### src/sv/lmss_pkg.sv
// ----------------------------------------------------------------------------
// lmss_pkg: shared types and constants for the LED matrix scan shifter
// Frame geometry, shift run lengths and the request structs between modules.
// ----------------------------------------------------------------------------
`timescale 1ns / 1ps

package lmss_pkg;

  localparam int COLUMNS     = 11;
  localparam int ROW_BITS    = 8;
  localparam int SELECT_BITS = 16;
  localparam int RUN_BITS    = SELECT_BITS + ROW_BITS;

  localparam int COL_W = 4;
  localparam int ROW_W = 3;
  localparam int CNT_W = 5;

  // Operation codes carried on the input tuser
  typedef enum logic {
    OP_WRITE = 1'b0,
    OP_SCAN  = 1'b1
  } op_t;

  // Chain codes carried on the output tuser
  typedef enum logic {
    CHAIN_SELECT = 1'b0,
    CHAIN_ROWS   = 1'b1
  } chain_t;

  // Pixel write request into the frame store
  typedef struct packed {
    logic             en;
    logic [COL_W-1:0] col;
    logic [ROW_W-1:0] row;
    logic             on;
  } pix_wr_t;

  // Load request into the serializer
  typedef struct packed {
    logic                   en;
    logic [SELECT_BITS-1:0] select;
    logic [ROW_BITS-1:0]    rows;
  } ser_load_t;

endpackage

### src/sv/lmss_frame_store.sv
// ----------------------------------------------------------------------------
// lmss_frame_store: pixel frame store
// One row byte per column; single pixel set/clear, one read port by column.
// ----------------------------------------------------------------------------
`timescale 1ns / 1ps

module lmss_frame_store (
  input  logic                            clk,
  input  logic                            rst,
  input  lmss_pkg::pix_wr_t               wr,
  input  logic [lmss_pkg::COL_W-1:0]      rd_col,
  output logic [lmss_pkg::ROW_BITS-1:0]   rd_data
);
  import lmss_pkg::*;

  logic [ROW_BITS-1:0] frame [COLUMNS];

  // Set or clear one pixel; drop writes to columns beyond the matrix
  always_ff @(posedge clk) begin
    if (rst) begin
      for (int i = 0; i < COLUMNS; i++) begin
        frame[i] <= '0;
      end
    end else if (wr.en && (32'(wr.col) < COLUMNS)) begin
      frame[wr.col][wr.row] <= wr.on;
    end
  end

  // Read the scan column's row byte; out-of-range reads fall back to column 0
  always_comb begin
    if (32'(rd_col) < COLUMNS) begin
      rd_data = frame[rd_col];
    end else begin
      rd_data = frame[0];
    end
  end

endmodule

### src/sv/lmss_serializer.sv
// ----------------------------------------------------------------------------
// lmss_serializer: bit-serial output of one scan run
// Shifts the select word then the row byte out MSB first, one bit per beat.
// ----------------------------------------------------------------------------
`timescale 1ns / 1ps

module lmss_serializer (
  input  logic                  clk,
  input  logic                  rst,
  input  lmss_pkg::ser_load_t   load,
  output logic                  busy,
  output logic                  m_tvalid,
  input  logic                  m_tready,
  output logic [7:0]            m_tdata,   // [0] data_bit, [1] latch_after, [7:2] zero
  output logic                  m_tuser,   // [0] chain
  output logic                  m_tlast
);
  import lmss_pkg::*;

  localparam logic [CNT_W-1:0] SEL_LAST = CNT_W'(SELECT_BITS - 1);
  localparam logic [CNT_W-1:0] RUN_LAST = CNT_W'(RUN_BITS - 1);

  logic [RUN_BITS-1:0] shreg;
  logic [CNT_W-1:0]    cnt;
  logic                beat;

  assign beat = busy && m_tready;

  // Load a run, advance one bit per taken beat, clear busy after the last
  always_ff @(posedge clk) begin
    if (rst) begin
      busy <= 1'b0;
      cnt  <= '0;
    end else if (load.en) begin
      busy <= 1'b1;
      cnt  <= '0;
    end else if (beat) begin
      if (cnt == RUN_LAST) begin
        busy <= 1'b0;
        cnt  <= '0;
      end else begin
        cnt <= cnt + CNT_W'(1);
      end
    end
  end

  // Shift line holds the bits still to go, next bit at the top
  always_ff @(posedge clk) begin
    if (load.en) begin
      shreg <= {load.select, load.rows};
    end else if (beat) begin
      shreg <= {shreg[RUN_BITS-2:0], 1'b0};
    end
  end

  // Decorate the current bit with chain and latch flags
  always_comb begin
    m_tvalid   = busy;
    m_tdata    = '0;
    m_tdata[0] = shreg[RUN_BITS-1];
    m_tdata[1] = (cnt == SEL_LAST) || (cnt == RUN_LAST);
    m_tuser    = (cnt > SEL_LAST) ? CHAIN_ROWS : CHAIN_SELECT;
    m_tlast    = (cnt == RUN_LAST);
  end

  // A new run only starts when the previous one is done
  assert property (@(posedge clk) disable iff (rst) load.en |-> !busy)
    else $error("run loaded while busy");
  assert property (@(posedge clk) disable iff (rst) load.en |=> busy && cnt == '0)
    else $error("run did not start at bit zero");
  assert property (@(posedge clk) disable iff (rst) busy && !m_tready |=> $stable(cnt))
    else $error("bit counter moved on a stall");
  assert property (@(posedge clk) disable iff (rst) beat && m_tlast |=> !busy)
    else $error("busy held after the final bit");

endmodule

### src/sv/led_matrix_scan_shifter.sv
// ----------------------------------------------------------------------------
// led_matrix_scan_shifter: multiplexed LED matrix scan for 74HC595 chains
// Pixel writes update the frame store; scan ticks emit a 24-bit shift run.
// ----------------------------------------------------------------------------
// Channel   Dir  tdata                                  tuser      tlast
// s_*       in   [3:0] column [6:4] row [7] pixel_on    operation  -
// m_*       out  [0] data_bit [1] latch_after           chain      last
//
// A write request is applied to the frame store when taken. A scan tick loads
// a 24-bit shift line that then delivers 24 result beats, one per cycle while
// the output is ready; the input is not ready until the last beat is taken.
// Output stalls hold the current bit and counter. Reset (rst, synchronous)
// clears the frame store, the scan column and the serializer.
// ----------------------------------------------------------------------------
`timescale 1ns / 1ps

module led_matrix_scan_shifter (
  input  logic       clk,
  input  logic       rst,
  input  logic       s_tvalid,
  output logic       s_tready,
  input  logic [7:0] s_tdata,   // [3:0] column, [6:4] row, [7] pixel_on
  input  logic       s_tuser,   // [0] operation
  output logic       m_tvalid,
  input  logic       m_tready,
  output logic [7:0] m_tdata,   // [0] data_bit, [1] latch_after, [7:2] zero
  output logic       m_tuser,   // [0] chain
  output logic       m_tlast
);
  import lmss_pkg::*;

  logic                s_take;
  logic                busy;
  logic [COL_W-1:0]    scan_col;
  logic [COL_W-1:0]    scan_col_next;
  logic [ROW_BITS-1:0] rows;
  pix_wr_t             wr;
  ser_load_t           load;

  assign s_tready = !busy;
  assign s_take   = s_tvalid && s_tready;

  // Decode the request into a pixel write or a scan load
  always_comb begin
    wr.en   = s_take && (s_tuser == OP_WRITE);
    wr.col  = s_tdata[3:0];
    wr.row  = s_tdata[6:4];
    wr.on   = s_tdata[7];
    load.en = s_take && (s_tuser == OP_SCAN);
    load.select = '0;
    load.select[scan_col] = 1'b1;
    load.rows   = rows;
  end

  // Advance the scan column after each tick, wrapping at the matrix width
  always_comb begin
    if (32'(scan_col) >= COLUMNS - 1) begin
      scan_col_next = '0;
    end else begin
      scan_col_next = scan_col + COL_W'(1);
    end
  end

  always_ff @(posedge clk) begin
    if (rst) begin
      scan_col <= '0;
    end else if (load.en) begin
      scan_col <= scan_col_next;
    end
  end

  lmss_frame_store u_frame (
    .clk     (clk),
    .rst     (rst),
    .wr      (wr),
    .rd_col  (scan_col),
    .rd_data (rows)
  );

  lmss_serializer u_ser (
    .clk      (clk),
    .rst      (rst),
    .load     (load),
    .busy     (busy),
    .m_tvalid (m_tvalid),
    .m_tready (m_tready),
    .m_tdata  (m_tdata),
    .m_tuser  (m_tuser),
    .m_tlast  (m_tlast)
  );

  // Scan column stays inside the matrix and only moves on a scan tick
  assert property (@(posedge clk) disable iff (rst) 32'(scan_col) < COLUMNS)
    else $error("scan column out of range");
  assert property (@(posedge clk) disable iff (rst) !load.en |=> $stable(scan_col))
    else $error("scan column moved without a scan tick");
  assert property (@(posedge clk) disable iff (rst) m_tvalid |-> !s_tready)
    else $error("input ready during a scan run");

endmodule
### config.mk
export PLATFORM = sky130hd
export DESIGN_NAME = led_matrix_scan_shifter
export DESIGN_NICKNAME = d
export VERILOG_FILES = /design/src/sv/lmss_pkg.sv /design/src/sv/lmss_frame_store.sv /design/src/sv/lmss_serializer.sv /design/src/sv/led_matrix_scan_shifter.sv
export SDC_FILE = /design/constraint.sdc
export NUM_CORES = 1
export LEC_CHECK = 0
export BUFFER_PORTS_ARGS = -buffer_cell sky130_fd_sc_hd__buf_2
export CAP_MARGIN = 15
export CORE_UTILIZATION = 29
export CTS_CLUSTER_DIAMETER = 80
export DETAILED_ROUTE_END_ITERATION = 10
export GPL_TIMING_DRIVEN = 1
export PLACE_DENSITY_LB_ADDON = 0.1
export SKIP_LAST_GASP = 1
export SLEW_MARGIN = 20
export SYNTH_ARGS = -nofsm -noshare
export SYNTH_HDL_FRONTEND = slang
export SYNTH_HIERARCHICAL = 1
export SYNTH_SLANG_ARGS = --single-unit
### constraint.sdc
create_clock -name clk -period 6.25 [get_ports clk]
set_input_delay 0.9375 -clock clk [delete_from_list [all_inputs] [get_ports clk]]
set_output_delay 0.9375 -clock clk [all_outputs]
set_load 0.02 [all_outputs]
Word-level counts from Yosys, hierarchy flattened --
Memories as Yosys holds them, arrays and structs flattened. A register that Yosys moved wholly into a read port is not among the register bits. Cells that the tools add are included. Widths: inputs -> output; s select.
Word-level totals: register bits 34, memories kept 1, RAM bits 88, output and inout bits 12, logic and storage cells 55, input bits 13
Memories:
- u_frame.frame | depth 11, width 8, read ports 2, clocked after Yosys merged registers in 1, wr ports 11, RTL line lmss_frame_store.sv:16 | logic [ROW_BITS-1:0] frame [COLUMNS];
Cells by class: $add $sub $neg 2, bitwise operators 1, multiplexer cells 23, $lt $le $gt $ge 8, reductions and logical operators 14, equality and inequality tests 2
Operators with widths (count):
- $mux 24 | 2
- $mux 8 | 4
- $mux 4 | 4
- $mux 1 | 10
- $lt 4x4->1 const B | 2
- $reduce_or 8->1 | 1
- $logic_and 1x1->1 | 7
- $add 5x1->5 const B | 1
- $eq 5x4->1 const B | 1
- $eq 5x5->1 const B | 1
- $gt 5x4->1 const B | 1
- $lt 4x5->1 const B | 1
- $mux 5 | 1
- $add 4x1->4 const B | 1
- $demux 1 s4 | 1
- $ge 4x1->1 const B | 1
- $ge 4x4->1 const B | 1
- $lt 3x4->1 const B | 1
- $reduce_bool 2->1 | 2
- $demux 1 s3 | 1
- $ge 3x1->1 const B | 1
- $reduce_and 2->1 | 1
- $reduce_or 2->1 | 1
- $logic_not 1->1 | 1
- 2 further kinds | 2

Depth between registers and ports, before layout --
Gate-level depths: netlist (run 1).
depth in word-level cells 9, gate-level depth with buffers 7, gate-level depth less buffers 5

Modules after synthesis --
Netlist (run 1), hierarchy kept.
By module, submodules not included:
- lmss_frame_store | times used 1, cells each 445, area an instance 5063.6 um^2, seq. area each 2562.5 um^2
- lmss_serializer | times used 1, cells each 97, area an instance 1383.8 um^2, seq. area each 840.8 um^2
- led_matrix_scan_shifter | times used 1, cells each 51, area an instance 380.4 um^2, seq. area each 80.1 um^2

Least setup slack after synthesis (run 1) --
No wires, ideal clock.
path kind in2reg, from in s_tuser, to reg u_ser.shreg[0] (enable), buffers on the path 2, required time 5.869 ns, arrival 2.087 ns, setup time 0.381 ns, stages 6, setup slack 3.782 ns, path through nand3b_4 clkinv_2 buf_2 buf_2 inv_1 nand2_1
RTL lines:
- start: declaration | RTL line led_matrix_scan_shifter.sv:23 | input logic s_tuser,
- end signal: assignment | RTL line lmss_serializer.sv:50 | shreg <= {load.select, load.rows};
- end signal: assignment | RTL line lmss_serializer.sv:52 | shreg <= {shreg[RUN_BITS-2:0], 1'b0};
- end: declaration | RTL line lmss_serializer.sv:23 | logic [RUN_BITS-1:0] shreg;

==> results of run 1 <==
power by group:
| part | internal, uW | switching (uW) |
|---|---|---|
| combinational | 59.2 | 97.6 |
| clock | 622 | 372 |
| sequential | 918 | 10.2 |
| total | 1600 | 480 |
registers in the layout (all words and copies together) (netlist names):
| name | cells |
|---|---|
| u_ser/shreg | 24 |
| u_ser/cnt | 5 |
| scan_col | 4 |
| u_ser/busy | 1 |
| u_frame/frame | 88 |
how the worst min path moves through the flow:
stage / end / startpoint / cells after the start / slack, ns
floorplan: u_frame/frame[10][0] / u_frame/frame[10][0] / 2 / 0.45
global placement: u_frame/frame[10][1] / u_frame/frame[10][1] / 2 / 0.46
detailed placement: u_frame/frame[10][4] / u_frame/frame[10][4] / 2 / 0.47
CTS: u_frame/frame[10][4] / u_frame/frame[10][4] / 2 / 0.48
global route: u_frame/frame[10][6] / u_frame/frame[10][6] / 2 / 0.50
finish: u_frame/frame[10][4] / u_frame/frame[10][4] / 2 / 0.47
synth_stat cells, drive strengths merged (4+ instances only):
cell,count
a21o,73
a21oi,9
o221ai,8
edfxtp,104
mux4,8
o21ai,5
a41o,8
nand3b,10
mux2,23
nand3,20
o22a,8
and3b,4
nor3b,4
inv,8
and2,20
o311ai,8
nand2,15
nand2b,11
buf,44
dfxtp,18
nor2b,4
ha,6
clkbuf,18
nor2,88
o211a,8
mux2i,32
and3,6
per-stage QoR:
step / hold slack [ns] / power (uW)
global route: 0.500 / 2150
CTS: 0.477 / 2110
floorplan: 0.452 / 1060
detailed placement: 0.468 / 1100
global placement: 0.464 / 1100
finish: 0.474 / 2080
cell families (layout without fill, tap and decap cells):
| family | Yosys count | after routing | synth area share [%] |
|---|---|---|---|
| AO/OA/AOI/OAI | 129 | 129 | 15.5 |
| XOR/XNOR | 1 | 1 | 0.128 |
| adder cells (fa/ha/maj) | 6 | 6 | 1.10 |
| buffers and inverters | 71 | 67 | 5.39 |
| flip-flops | 122 | 122 | 51.0 |
| multiplexers | 63 | 63 | 11.1 |
| other | 1 | 6 | 0.0549 |
| AND/OR/NAND/NOR | 200 | 200 | 15.7 |
worst max-delay path, cell delays in order:
cell	delay [ns]
sky130_fd_sc_hd__buf_2	0.12
sky130_fd_sc_hd__nor3b_2	0.79
sky130_fd_sc_hd__nor4b_2	0.60
sky130_fd_sc_hd__and2_1	0.42
sky130_fd_sc_hd__a21o_1	0.18
metal layers:
| layer | vias up | GRT usage (%) | share of wire [%] |
|---|---|---|---|
| met2 | 93 | 26.5 | 47 |
| met5 | - | 0 | 0 |
| met1 | 2353 | 21.9 | 47 |
| met4 | 0 | 6.77 | 1.9 |
| met3 | 22 | 2.79 | 3.6 |
| li1 | 2163 | - | - |
area by class of cell:
| cell class | instances | area [sq um] | share of cell area [%] |
|---|---|---|---|
| Clock buffer | 19 | 433 | 5.65 |
| Clock inverter | 13 | 154 | 2.01 |
| Inverter | 9 | 37.5 | 0.489 |
| Multi-Input combinational cell | 405 | 3020 | 39.3 |
| Sequential cell | 122 | 3480 | 45.4 |
| Tap cell | 313 | 392 | 5.11 |
| Timing Repair Buffer | 26 | 153 | 1.99 |
==> out/results.txt, run 1 <==
Of the synthesized area, sequential elements account for 51.0%. The iteration-0 DRC count of the detailed router is 339. In this run the clock root is driven by a sky130_fd_sc_hd__clkbuf_16. Number of buffers inserted by port buffering: 18.

The floorplan has 55 rows. The number of hold buffers added after CTS was 0. Once the floorplan was initialized, standard cells occupied 29.9% of the core. The number of pins exceeding their max-slew limit in the final report was 0. The capture instance of the worst register-to-register path was u_frame/frame[0][0]. The final total negative setup slack was 0 ns. The floorplan step defined a die boundary enclosing 0.0242 sq mm. The initial antenna violation count came out at 0. After routing the design area is 0.00767 sq mm. Setup slack on the worst reg-to-reg path comes out at 3.54 ns. The maximum level of the CTS H-tree is 4, and the worst slack after detailed placement is 2.90 ns.

The worst-case clock skew was 0.00801 ns. For the worst flop-to-flop path, the logic depth is 4. The commonest non-fill, non-tap cell in the layout was sky130_fd_sc_hd__edfxtp_1.

The most critical setup path has its startpoint at s_tuser. The average instance in the mapped netlist occupies 11.5 sq um. The worst-case setup margin in the final layout was 3.31 ns. Startpoint-to-endpoint class of the critical path: primary input to flip-flop.

For the reported max-cap violation count, the log shows 0. The number of global-route vias before repair was 4670; the number of placed instances, taps included was 875. The post-route clock period utilization was 47.0%; the average via count per standard cell was 5.11. Detailed routing inserted a total of 4631 vias.

STA puts the critical path data arrival time at 3.07 ns. Synthesis produced a netlist whose cell count is 593. Entering global routing, the biggest net connects 79 pins. The cell type with the largest total area after synthesis was sky130_fd_sc_hd__edfxtp_1.

In this run, synthesis inferred 104 flip-flops with an integrated enable. Of all nets on the critical path, the largest fanout is 13. After detailed placement, the total cell area comes to 0.00708 sq mm. Once detailed placement completed, the half-perimeter wirelength came to 11800 microns. Gates resized during post-CTS repair numbered 0. At the end of the flow, the number of nets in the layout was 600. For this design the static power due to leakage is 0.00302 uW. Global routing finished with a remaining overflow of 0. The capturing element of the worst setup path is u_frame/frame[0][0].

Clock network latency to the later pin of the worst-skew pair: 0.42 ns. The clock passes through at most 2 buffers. The worst setup path is captured at a flip-flop. The run gives 0 as the total setup buffers inserted after CTS. Power spread over the standard cell area amounts to 271 mW/mm^2.

Setup repair after global routing left no endpoint under its margin. Cells with a size suffix above 1 make up 18.4% of the layout. Type of the worst min-delay path: flip-flop to flip-flop.

Post-synthesis async set-or-reset flop share: 0%. The tools report the maximum vdd ir drop as 163 uV. The number of antenna repair diodes was 0. In this run, synthesis produced a sequential element count of 122. STA classifies the critical path startpoint as a primary input. The overall routing resource usage was 16.5%.

The first detailed-routing pass ran for 5 iterations. Wires add up to 18700 microns. The number of top-level design ports was 25.

In the layout the commonest cells are sky130_fd_sc_hd__edfxtp_1, sky130_fd_sc_hd__nor2_1, sky130_fd_sc_hd__a21o_1. The startpoint identified for the worst register-to-register timing path is u_ser/busy. The area growth from synthesis to layout was 12.3%; the final count of hold timing violations was 0. Based on the critical path, the design can be clocked at up to 341 MHz. The logs give 6.39 ns for the required time of the critical path and 29000 microns for the first-pass GRT wire length.

The layout has 2334 filler cells. The flow ran to the end, and the final reports show no timing, DRC or antenna violations. Counting the buffers created by CTS gives 17. For the number of failing setup endpoints in the final timing report, the log shows 0.

After detailed routing, the average wire length per cell comes to 20.6 microns. Clock-pin slew was measured on the worst setup and hold paths at 0.05 ns. TritonCTS built the clock tree. The top cell type by area accounts for 45.7% of the synthesized area. X dimension of the die: 155 microns.

The number of library cell types mapped by synthesis came out at 54. For the post-layout utilization of the core, the log shows 33.6%. The post-detailed-route DRC marker count was 0; the count of nets left with antenna violations after detail routing was 0. Sorting the synthesized cells by area gives the leading types as sky130_fd_sc_hd__edfxtp_1, sky130_fd_sc_hd__a21o_1, sky130_fd_sc_hd__dfxtp_1.

Measured against its own limit, the worst slew margin works out to 31.1%. Post-layout minimum cycle time: 2.94 ns. For this run, the leading register cell type out of synthesis is sky130_fd_sc_hd__edfxtp_1. The run gives 122 as the total clock sinks. The vertical die dimension was 155 microns.

The yosys synthesis warning count is 6. The total area inside the core boundary comes to 0.0228 sq mm. Summing every instance area after synthesis gives 0.00683 sq mm. Once layout is complete, the cells apart from fillers number 907.

The slew of the pin with the lowest slew margin works out to 1.03 ns. The congestion estimate from routability-driven global placement came to 0.728.
Power figures use the tool's default switching activity.
==> run 2: changes to the inputs <==
==> constraint.sdc (replaced) <==
create_clock -name clk -period 2.94 [get_ports clk]
set_input_delay 0.441 -clock clk [delete_from_list [all_inputs] [get_ports clk]]
set_output_delay 0.441 -clock clk [all_outputs]
set_load 0.02 [all_outputs]
==> run 2 against run 1 <==
Compared with the run above:
- non-clock buffer count up 11
- first-iteration DRC count down 21%
- sequential power up 110%
- register-to-register slack worse by 3.1 ns
- utilization up 0.47 points
- final cell count up 1.2%
- sequential share of layout area down 0.62 points
- hold slack worse by 0.18 ns
- via count up 1.2%
- setup slack worse by 2.8 ns
- critical path depth unchanged
- critical endpoint is now u_ser/shreg[7]
- sequential cell count unchanged
==> out/results.txt, run 2 (synthesis gave the netlist of run 1 again) <==
Flip-flop count of the largest register, all copies and words added: 88 (unchanged). The maximum level of the CTS H-tree came out at 4 (unchanged). The tools report the capture instance of the worst register-to-register path as u_ser/shreg[7] (was u_frame/frame[0][0]). After layout, the minimum clock period comes to 2.46 ns. The final total negative setup slack is 0 ns (unchanged). The tools report the count of nets left with antenna violations after detail routing as 0 (unchanged). Final wirelength: 19400 microns (was 18700 microns).

The maximum vdd ir drop came out at 332 uV (was 163 uV). The run gives 25 (unchanged) as the number of top-level design ports. The flow ran to the end, and the final reports show no timing, DRC or antenna violations. The normalized max-slew margin is 39.5% (was 31.1%). The tools report the final RePlAce weighted congestion as 0.740 (was 0.728). The number of buffers created by CTS was 17 (unchanged); the final routed wire length divided by cell count was 21.1 microns (was 20.6 microns). The static leakage came out at 0.00310 uW (was 0.00302 uW).

For the power share of the clock group, the log shows 47.8% (about the same). The x dimension of the die was 155 microns (unchanged); the total setup buffers inserted after CTS was 0 (unchanged). TritonCTS built the clock tree. Cell at the root of the clock tree: sky130_fd_sc_hd__clkbuf_16 (unchanged).

The count of hold-fix buffers inserted at cts is 0 (unchanged), and the effective utilization at floorplan is 29.9% (unchanged). The power dissipated by switching net loads is 1020 uW (was 480 uW). The run gives 0 (unchanged) as the number of antenna repair diodes.

For the maximum number of pins on one net before global-route repair, the log shows 76 (was 79). The worst-case setup margin in the final layout was 0.484 ns (was 3.31 ns); the first-pass GRT wire length was 28900 microns (was 29000 microns). The commonest non-fill, non-tap cell in the layout was sky130_fd_sc_hd__edfxtp_1 (unchanged).

The global-route track usage on met1 came out at 21.1% (was 21.9%). Clock network latency to the later pin of the worst-skew pair: 0.42 ns (about the same). The run gives 4686 (was 4631) as the via count of the routed design.

The worst-case clock skew came out at 0.0126 ns (was 0.00801 ns). For the placed cell area, the log shows 0.00718 sq mm (was 0.00708 sq mm). Setup repair after global routing left no endpoint under its margin. The final net count is 611 (was 600), and the power density over the cells is 572 mW/mm^2 (was 271 mW/mm^2).

The switching part of the total power is 22.9% (was 23.1%). The logs give 0.449 ns (was 2.90 ns) for the worst slack after detailed placement and 122 (unchanged) for the total clock sinks. The element type at the critical path end is a flip-flop (unchanged). Share of post-route cells with drive strength above 1: 19.8% (was 18.4%).

The area growth from synthesis to layout is 13.9% (was 12.3%). The worst hold endpoint was u_ser/busy (was u_frame/frame[10][4]). The logs give 0 (unchanged) for the initial antenna violation count and 0 (unchanged) for the count of instances resized after the clock tree is built. The met2 capacity usage during global routing is 28.3% (was 26.5%), and the number of pins exceeding their max-slew limit in the final report is 0 (unchanged). The post-detailed-route DRC marker count is 0 (unchanged), and the average via count per standard cell is 5.10 (was 5.11). For the final count of hold timing violations, the log shows 0 (unchanged). The global-route track usage on met3 is 3.51% (was 2.79%), and the vertical die dimension is 155 microns (unchanged).

The tools report the required time of the critical path as 3.23 ns (was 6.39 ns). The proportion of power drawn by combinational gates came out at 7.5% (about the same). The highest fanout seen on the critical path came out at 18 (was 13). The tools report the category of the worst setup path launch point as a flip-flop (was a primary input). The tools report the total congestion overflow as 0 (unchanged). The tools report the critical register-to-register path startpoint as scan_col[0] (was u_ser/busy).

The count of cells along the worst hold path was 2 (unchanged); the number of failing setup endpoints in the final timing report was 0 (unchanged). The run gives 44.7% (was 44.6%) as the register share of total power. The number of cells on the worst reg-to-reg path was 5 (was 4).

The iteration-0 DRC count of the detailed router is 267 (was 339), and the HPWL after detailed placement is 12700 microns (was 11800 microns). For the maximum count of clock buffers along a single path, the log shows 2 (unchanged). The number of buffers inserted by port buffering came out at 18 (unchanged).

The origin of the worst setup path was scan_col[0] (was s_tuser). Commonest non-fill, non-tap cells in the layout: sky130_fd_sc_hd__edfxtp_1, sky130_fd_sc_hd__nor2_1, sky130_fd_sc_hd__a21o_1 (unchanged). Startpoint-to-endpoint class of the critical path: flip-flop to flip-flop (was primary input to flip-flop). The run gives 0.00777 sq mm (was 0.00767 sq mm) as the final instance area. The largest register by flop count is u_frame/frame (unchanged).

For the number of global-route vias before repair, the log shows 4717 (was 4670). The tools report the peak clock frequency supported by timing as 407 MHz. For the reported max-cap violation count, the log shows 0 (unchanged).

The slack of the worst reg-to-reg path is 0.48 ns (was 3.54 ns). Largest registers: u_frame/frame: 88 flops, u_ser/shreg: 24 flops, u_ser/cnt: 5 flops (unchanged). The final critical path takes up 83.5% of the cycle. Beginning of the worst hold path: m_tready (was u_frame/frame[10][4]). Data arrival time of the critical path: 2.75 ns (was 3.07 ns). The floorplan die area was 0.0242 sq mm (unchanged); the standard-cell row count was 55 (unchanged).

The slew of the pin with the lowest slew margin works out to 0.907 ns (was 1.03 ns). Core footprint: 0.0228 sq mm (unchanged). The overall routing resource usage came out at 16.7% (was 16.5%). The internal cell power is 3430 uW (was 1600 uW), and the clock-pin transition on the worst setup and hold timing paths is 0.06 ns (was 0.05 ns).

The tools report the number of detailed-route iterations in the first pass as 5 (unchanged). The most utilized layer in the global route result is met2 (unchanged). The type of the worst min-delay path was primary input to flip-flop (was flip-flop to flip-flop).
-- run 2: changes by cell type in the layout (fill, tap and decap cells not counted), moves of 2 or more --
| cell | before | now |
|---|---|---|
| sky130_fd_sc_hd__buf_4 | 9 | 19 |
| sky130_fd_sc_hd__inv_4 | 1 | 3 |
| sky130_fd_sc_hd__clkinvlp_4 | 4 | 1 |
| sky130_fd_sc_hd__clkinv_2 | 6 | 4 |
| sky130_fd_sc_hd__clkbuf_8 | 0 | 2 |
-- run 2: critical path, cell delays in order, from the launching register on --
cell	delay, ns
sky130_fd_sc_hd__dfxtp_1	0.91
sky130_fd_sc_hd__buf_4	0.37
sky130_fd_sc_hd__nand3b_1	0.35
sky130_fd_sc_hd__o22a_1	0.35
sky130_fd_sc_hd__o311ai_0	0.14
sky130_fd_sc_hd__mux2_2	0.22
-- run 2: per-stage QoR --
stage / hold WS [ns] / util (%) / std cells / power [uW]
CTS: 0.267 / 34.0 / 918 / 4500
detailed placement: 0.483 / 31.4 / 886 / 2360
global route: 0.300 / 34.0 / 918 / 4590
global placement: 0.480 / 31.4 / 886 / 2350
floorplan: 0.452 / - / 598 / 2260
finish: 0.289 / 34.0 / 918 / 4450
-- run 2: worst max-delay path by stage --
stage                endpoint  slack, ns  cells after the start
2_1_floorplan  u_ser/shreg[0]       0.97                      6
6_report       u_ser/shreg[7]       0.48                      5
3_5_place_dp   u_ser/shreg[7]       0.45                      5
3_3_place_gp   u_ser/shreg[7]       0.46                      5
5_1_grt        u_ser/shreg[7]       0.30                      5
4_1_cts        u_ser/shreg[7]       0.47                      5
-- run 2: per-layer routing --
metal	vias to the layer above	wire (microns)
li1	2182	-
met1	2371	8620
met2	115	9590
met3	18	798
met4	0	371
met5	-	0
-- run 2: layout make-up --
type | instances | area [sq um]
multi-input cells | 405 | 3020
clock buffers | 22 | 485
well taps | 313 | 392
repair buffers | 37 | 248
flip-flops and latches | 122 | 3480
inverters | 9 | 37.5
fillers | 2316 | 15100
clock inverters | 10 | 113
-- run 2: power groups by stage --
stage | combinational [uW] | clock, uW | sequential, uW
after CTS | 335 | 2180 | 1990
after global routing | 360 | 2240 | 1990
after global placement | 330 | 0 | 2020
after detailed placement | 334 | 0 | 2020
final | 334 | 2130 | 1990
after floorplan | 257 | 0 | 2000
